## config.mk

```make
export PLATFORM = sky130hd
export DESIGN_NAME = rsa_private_exponent_recovery
export DESIGN_NICKNAME = d
export VERILOG_FILES = /design/src/design/rspe_pkg.sv /design/src/design/rspe_div.sv /design/src/design/rsa_private_exponent_recovery.sv
export SDC_FILE = /design/constraint.sdc
export NUM_CORES = 2
export LEC_CHECK = 0
export ABC_AREA = 0
export BUFFER_PORTS_ARGS = -buffer_cell sky130_fd_sc_hd__buf_2
export CORE_MARGIN = 1.5
export CORE_UTILIZATION = 55
export CTS_CLUSTER_SIZE = 12
export DETAILED_ROUTE_END_ITERATION = 6
export PLACE_DENSITY = 0.75
export SKIP_CTS_REPAIR_TIMING = 1
export SYNTH_ARGS = -nofsm -noshare
export SYNTH_HDL_FRONTEND = slang
export SYNTH_SLANG_ARGS = --single-unit
```

## constraint.sdc

```tcl
create_clock -name clk -period 8.15 [get_ports clk]
set_clock_uncertainty 0.1 [all_clocks]
set_input_delay 0.4075 -clock clk [delete_from_list [all_inputs] [get_ports clk]]
set_output_delay 0.4075 -clock clk [all_outputs]
set_load 0.01 [all_outputs]
```

## src/design/rspe_pkg.sv

```systemverilog
// Shared constants for the private exponent recovery block.
// No dependencies; imported by the top level.
package rspe_pkg;

	localparam int unsigned STATUS_BITS = 2;

	typedef logic [STATUS_BITS-1:0] status_t;

	localparam status_t ST_OK         = 2'd0;
	localparam status_t ST_NO_FACTOR  = 2'd1;
	localparam status_t ST_NO_INVERSE = 2'd2;

endpackage

```

## src/design/rspe_div.sv

```systemverilog
// Restoring divider, one quotient bit per cycle, shared by the sequencer.
// No dependencies.
module rspe_div #(
	parameter int unsigned W = 32
) (
	input  logic         clk,
	input  logic         arst_n,
	input  logic         go,
	input  logic [W-1:0] dividend,
	input  logic [W-1:0] divisor,
	output logic         fin,
	output logic [W-1:0] quo,
	output logic [W-1:0] rem
);

	localparam int unsigned CW = $clog2(W + 1);

	logic [W-1:0]  quo_q;
	logic [W-1:0]  rem_q;
	logic [W-1:0]  dvs_q;
	logic [CW-1:0] cnt_q;
	logic          run_q;
	logic          fin_q;
	logic [W:0]    shifted;
	logic [W:0]    diff;

	// One restoring step: shift in the next dividend bit and try a subtract.
	assign shifted = {rem_q, quo_q[W-1]};
	assign diff    = shifted - {1'b0, dvs_q};

	always_ff @(posedge clk or negedge arst_n) begin
		if (!arst_n) begin
			run_q <= 1'b0;
			fin_q <= 1'b0;
			cnt_q <= '0;
		end else begin
			fin_q <= 1'b0;
			if (go) begin
				run_q <= 1'b1;
				cnt_q <= CW'(W);
			end else if (run_q) begin
				cnt_q <= cnt_q - 1'b1;
				if (cnt_q == CW'(1)) begin
					run_q <= 1'b0;
					fin_q <= 1'b1;
				end
			end
		end
	end

	// Datapath registers carry no reset.
	always_ff @(posedge clk) begin
		if (go) begin
			quo_q <= dividend;
			rem_q <= '0;
			dvs_q <= divisor;
		end else if (run_q) begin
			if (!diff[W]) begin
				rem_q <= diff[W-1:0];
				quo_q <= {quo_q[W-2:0], 1'b1};
			end else begin
				rem_q <= shifted[W-1:0];
				quo_q <= {quo_q[W-2:0], 1'b0};
			end
		end
	end

	assign fin = fin_q;
	assign quo = quo_q;
	assign rem = rem_q;

endmodule

```

## src/design/rsa_private_exponent_recovery.sv

```systemverilog
// Recovers p, q, lambda and d from a small RSA modulus and public exponent.
// Depends on rspe_pkg and rspe_div.
// Each division is issued to the shared divider with go and its result is used once fin
// returns. An item takes one division per trial divisor and per gcd step, then one to
// form lambda and one to reduce the exponent, and per extended Euclid step a division,
// a multiply and a subtract. One item at a time; busy is high throughout. The result
// shows for one cycle with done; the receiver cannot stall.
// Reset (arst_n low) returns the sequencer to idle and drops busy and done.
module rsa_private_exponent_recovery #(
	parameter int unsigned WORD_BITS = 32
) (
	input  logic                    clk,
	input  logic                    arst_n,
	input  logic                    start,
	output logic                    busy,
	input  logic [WORD_BITS-1:0]    modulus,
	input  logic [WORD_BITS-1:0]    public_exponent,
	output logic                    done,
	output logic [WORD_BITS-1:0]    private_exponent,
	output logic [WORD_BITS-1:0]    factor_small,
	output logic [WORD_BITS-1:0]    factor_large,
	output logic [WORD_BITS-1:0]    carmichael_value,
	output rspe_pkg::status_t       status
);
	import rspe_pkg::*;

	localparam int unsigned W = WORD_BITS;

	typedef enum logic [3:0] {
		S_IDLE, S_TRIAL, S_GCD, S_LAMD, S_LAMM, S_EMOD, S_EUD, S_EUM, S_EUS
	} state_t;

	state_t          state_q;
	logic            go_q;
	logic [W-1:0]    da_q;
	logic [W-1:0]    db_q;
	logic            div_fin;
	logic [W-1:0]    div_quo;
	logic [W-1:0]    div_rem;

	logic [W-1:0]    n_q;
	logic [W-1:0]    e_q;
	logic [W-1:0]    t_q;
	logic [W-1:0]    p_q;
	logic [W-1:0]    qf_q;
	logic [W-1:0]    lam_q;
	logic [W-1:0]    b_q;
	logic [W-1:0]    qt_q;
	logic [W-1:0]    r_q;
	logic signed [W:0]     t0_q;
	logic signed [W:0]     t1_q;
	logic signed [W:0]     prod_q;
	logic signed [W:0]     tn;
	logic [W:0]            dfix;

	logic            done_q;
	logic [W-1:0]    d_out_q;
	logic [W-1:0]    p_out_q;
	logic [W-1:0]    q_out_q;
	logic [W-1:0]    l_out_q;
	status_t         st_out_q;

	// Shared divider.
	rspe_div #(.W(W)) u_div (
		.clk      (clk),
		.arst_n   (arst_n),
		.go       (go_q),
		.dividend (da_q),
		.divisor  (db_q),
		.fin      (div_fin),
		.quo      (div_quo),
		.rem      (div_rem)
	);

	// Next Bezout coefficient and its reduction into 0..lambda-1.
	assign tn   = t0_q - prod_q;
	assign dfix = t1_q[W] ? (t1_q + $signed({1'b0, lam_q})) : t1_q;

	// Sequencer with its working and result registers.
	always_ff @(posedge clk or negedge arst_n) begin
		if (!arst_n) begin
			state_q  <= S_IDLE;
			go_q     <= 1'b0;
			done_q   <= 1'b0;
			da_q     <= '0;
			db_q     <= '0;
			n_q      <= '0;
			e_q      <= '0;
			t_q      <= '0;
			p_q      <= '0;
			qf_q     <= '0;
			lam_q    <= '0;
			b_q      <= '0;
			qt_q     <= '0;
			r_q      <= '0;
			t0_q     <= '0;
			t1_q     <= '0;
			prod_q   <= '0;
			d_out_q  <= '0;
			p_out_q  <= '0;
			q_out_q  <= '0;
			l_out_q  <= '0;
			st_out_q <= ST_OK;
		end else begin
			go_q   <= 1'b0;
			done_q <= 1'b0;
			case (state_q)
				S_IDLE: begin
					if (start) begin
						n_q     <= modulus;
						e_q     <= public_exponent;
						t_q     <= W'(2);
						da_q    <= modulus;
						db_q    <= W'(2);
						go_q    <= 1'b1;
						state_q <= S_TRIAL;
					end
				end
				S_TRIAL: begin
					if (div_fin) begin
						if (t_q > div_quo) begin
							d_out_q  <= '0;
							p_out_q  <= '0;
							q_out_q  <= '0;
							l_out_q  <= '0;
							st_out_q <= ST_NO_FACTOR;
							done_q   <= 1'b1;
							state_q  <= S_IDLE;
						end else if (div_rem == '0) begin
							p_q     <= t_q;
							qf_q    <= div_quo;
							da_q    <= t_q - 1'b1;
							db_q    <= div_quo - 1'b1;
							go_q    <= 1'b1;
							state_q <= S_GCD;
						end else begin
							t_q  <= t_q + 1'b1;
							da_q <= n_q;
							db_q <= t_q + 1'b1;
							go_q <= 1'b1;
						end
					end
				end
				S_GCD: begin
					// Euclid on p-1 and q-1; the last nonzero divisor is the gcd.
					if (div_fin) begin
						if (div_rem == '0) begin
							da_q    <= p_q - 1'b1;
							db_q    <= db_q;
							go_q    <= 1'b1;
							state_q <= S_LAMD;
						end else begin
							da_q <= db_q;
							db_q <= div_rem;
							go_q <= 1'b1;
						end
					end
				end
				S_LAMD: begin
					if (div_fin) begin
						lam_q   <= W'(div_quo * (qf_q - 1'b1));
						state_q <= S_LAMM;
					end
				end
				S_LAMM: begin
					if (lam_q <= W'(1)) begin
						d_out_q  <= '0;
						p_out_q  <= p_q;
						q_out_q  <= qf_q;
						l_out_q  <= lam_q;
						st_out_q <= ST_NO_INVERSE;
						done_q   <= 1'b1;
						state_q  <= S_IDLE;
					end else begin
						da_q    <= e_q;
						db_q    <= lam_q;
						go_q    <= 1'b1;
						state_q <= S_EMOD;
					end
				end
				S_EMOD: begin
					if (div_fin) begin
						t0_q <= '0;
						t1_q <= (W+1)'(1);
						b_q  <= div_rem;
						if (div_rem == '0) begin
							d_out_q  <= '0;
							p_out_q  <= p_q;
							q_out_q  <= qf_q;
							l_out_q  <= lam_q;
							st_out_q <= ST_NO_INVERSE;
							done_q   <= 1'b1;
							state_q  <= S_IDLE;
						end else begin
							da_q    <= lam_q;
							db_q    <= div_rem;
							go_q    <= 1'b1;
							state_q <= S_EUD;
						end
					end
				end
				S_EUD: begin
					if (div_fin) begin
						qt_q    <= div_quo;
						r_q     <= div_rem;
						state_q <= S_EUM;
					end
				end
				S_EUM: begin
					// Only the low W+1 bits matter, since the true coefficient fits there.
					prod_q  <= (W+1)'($signed({1'b0, qt_q}) * t1_q);
					state_q <= S_EUS;
				end
				S_EUS: begin
					// Advance one extended Euclid step.
					t0_q <= t1_q;
					t1_q <= tn;
					b_q  <= r_q;
					if (r_q == '0) begin
						p_out_q <= p_q;
						q_out_q <= qf_q;
						l_out_q <= lam_q;
						done_q  <= 1'b1;
						state_q <= S_IDLE;
						if (b_q == W'(1)) begin
							d_out_q  <= dfix[W-1:0];
							st_out_q <= ST_OK;
						end else begin
							d_out_q  <= '0;
							st_out_q <= ST_NO_INVERSE;
						end
					end else begin
						da_q    <= b_q;
						db_q    <= r_q;
						go_q    <= 1'b1;
						state_q <= S_EUD;
					end
				end
				default: begin
					state_q <= S_IDLE;
				end
			endcase
		end
	end

	assign busy             = (state_q != S_IDLE);
	assign done             = done_q;
	assign private_exponent = d_out_q;
	assign factor_small     = p_out_q;
	assign factor_large     = q_out_q;
	assign carmichael_value = l_out_q;
	assign status           = st_out_q;

endmodule

```

==> results_dict.tcl <==
set metrics [dict create \
    gr-usage-all-layers_pct 36.4 \
    fin_tns_setup_ns -0.907 \
    detail-route-antenna-nets 0 \
    die_x_um 360 \
    r2r-end "lam_q[30]" \
    worst_setup_path_start_kind "flip-flop" \
    crit_type "reg2reg" \
    synth_cells 7642 \
    nets 9240 \
    synth_edf_count 64 \
    wl_met2_um 107000 \
    drive_above_1_share_pct 12.6 \
    violations "design-rule violations, negative setup slack" \
    drv_slew 0 \
    cts_buffers 81 \
    drc 51 \
    netlist.top_cell.by_area "fa_1" \
    syn_area_mm2 0.0700 \
    critPathMaxFanout 5 \
    io_buffers 198 \
    dr.first_iter.drc_count 6393 \
    hold_class "in2async" \
    area_growth_pct 11.9 \
    rows 130 \
    critPathSlowestCell "or4_4" \
    grt_pass1_vias 58300 \
    avgRoutedWirePerCell_um 24.6 \
    ys_ff_latch 691 \
    dpl_cell_area_mm2 0.0744 \
    clk_path_buf_depth 3 \
    die_h_um 360 \
    layout_min_cycle_time_ns 8.44 \
    final_cell_mix "nand2_1, inv_1, fa_1" \
    crit_path_max_incr_delay_ns 0.55 \
    ys_top_cells_by_area "fa_1, dfrtp_1, ha_1" \
    insertion_delay_ns 0.73 \
    reg.largest.list "prod_q x33, t0_q x33, t1_q x33" \
    worst_r2r_path_depth 33 \
    seq_area_frac_synth_pct 24.9 \
    fin_crit_sh_pct 104 \
    final_common_cell "nand2_1" \
    netlist.area_leader.share_pct 24.3 \
    grt_max_degree 152 \
    arrival_ns 8.94 \
    ff2ff_setup_slack_ns -0.29 \
    worstSetupEndpointType "flip-flop" \
    cts_tree "done" \
    top_layer "met5" \
    fp.dieArea_mm2 0.129 \
    worst-path-buf-inv 11 \
    status "finished with violations" \
    cp.required_ns 8.65 \
    drtPass1Iterations 7 \
    core_area_mm2 0.126 \
    htreeDepth 3 \
    routed-wl-met3_um 26000 \
    rsz0062_at_grt "yes" \
    ioPinCount 199 \
    clk_pin_slew_worst_paths_ns 0.07 \
    cp_common_cell "fa_1" \
    drt_wl_total_um 238000 \
    clkSinkCount 691 \
    finalSetupViolCount 6 \
    grt_pass1_wl_um 356000 \
    maxCapViolations 0 \
    fin_area_mm2 0.0783 \
    synthArstFlopShare_pct 86.1 \
    start_util_pct 55.6 \
    critical-path-top-delay-family "adder cells" \
    worstMarginPinSlew_ns 1.22 \
    ys.flop_type "dfrtp_1" \
    vias 58100 \
    slew_headroom_pct 18.9 \
    fmax_mhz 118 \
    dp_slack_ns -0.285 \
    root_buffer "clkbuf_16" \
    wl_met1_um 91400 \
    ys_types 87 \
    antenna_found_initial 16 \
    synthesis.nets 8966 \
    ys_warn_count 0 \
    post-dp-hpwl_um 184000 \
    syn_area_per_cell_um2 9.16 \
    grt_remaining_overflow 0 \
    holdWs_ns 0.168 \
    hold_viol_final 0 \
    worstReg2RegStart "qf_q[1]" \
    place.gp.congestion 0.986 \
    vias_per_cell 6.03 \
    postLayoutSetupSlackWorst_ns -0.291 \
]
==> cells by family (layout without fill, tap and decap cells) <==
logic type / Yosys count / count (layout) / synth area share (%)
xor gates and xnor gates: 376 / 376 / 4.87
and+or+nand+nor: 2460 / 2460 / 16.2
buffers and inverters: 1481 / 1821 / 7.97
AOI/OAI and AO/OA: 1149 / 1149 / 10.9
other: 0 / 10 / 0
adders and majority gates: 1257 / 1257 / 31.6
muxes: 228 / 228 / 3.57
DFF: 691 / 691 / 24.9
==> layout make-up <==
| cell class | count | area [um2] |
|---|---|---|
| fillers | 10500 | 47600 |
| multi-input cells | 5470 | 47400 |
| flip-flops and latches | 691 | 17500 |
| repair buffers | 655 | 4760 |
| inverters | 1017 | 3820 |
| clock buffers | 124 | 2460 |
| well taps | 1650 | 2060 |
| clock inverters | 25 | 337 |
| diodes | 10 | 25.0 |
==> per-layer routing <==
metal	track usage, %	vias to the layer above
met3	9.34	690
met4	17.7	16
met2	56.6	3022
li1	-	25300
met1	47.6	29000
met5	0	-
==> cells in the mapped netlist (all sizes together) (27+ instances only) <==
master / n
nor2b: 27
xor2: 119
o21a: 32
a222oi: 63
o21ai: 304
o211ai: 50
ha: 408
nor2: 408
nor3: 65
a22o: 40
mux2: 170
buf: 42
a31oi: 47
nor4: 66
or3: 36
dfrtp: 595
a22oi: 38
inv: 1008
nand3: 171
clkbuf: 422
xnor2: 252
o31ai: 54
nand2: 1174
mux2i: 58
a211oi: 69
a21o: 120
nand2b: 48
edfxtp: 64
and2: 361
fa: 849
a21oi: 218
dfxtp: 32
==> stage by stage <==
stage	instances	util, %
2_1_floorplan	7642	-
3_3_place_gp	9401	59.1
3_5_place_dp	9401	59.1
4_1_cts	9550	61.4
5_1_grt	9634	62.2
6_report	9642	62.2
==> worst max-delay path by stage <==
stage,startpoint,end,depth (start not counted)
global route,qf_q[1],lam_q[30],33
finish,qf_q[1],lam_q[30],33
detailed placement,qf_q[0],lam_q[28],34
global placement,qf_q[0],lam_q[30],33
CTS,qf_q[0],lam_q[28],32
floorplan,qf_q[0],lam_q[30],29
==> worst reg2reg max path: cells and delay by family (launching register included) <==
kind | cells | cell delay [ns]
fa+ha+maj | 10 | 4.21
simple gates | 8 | 2.04
buf+inv | 11 | 0.85
compound gates | 3 | 0.52
flops | 1 | 0.41
xor+xnor | 1 | 0.20
Power is not shown: default switching activity piles up to over one toggle a cycle in this logic, so the estimate is an artifact.
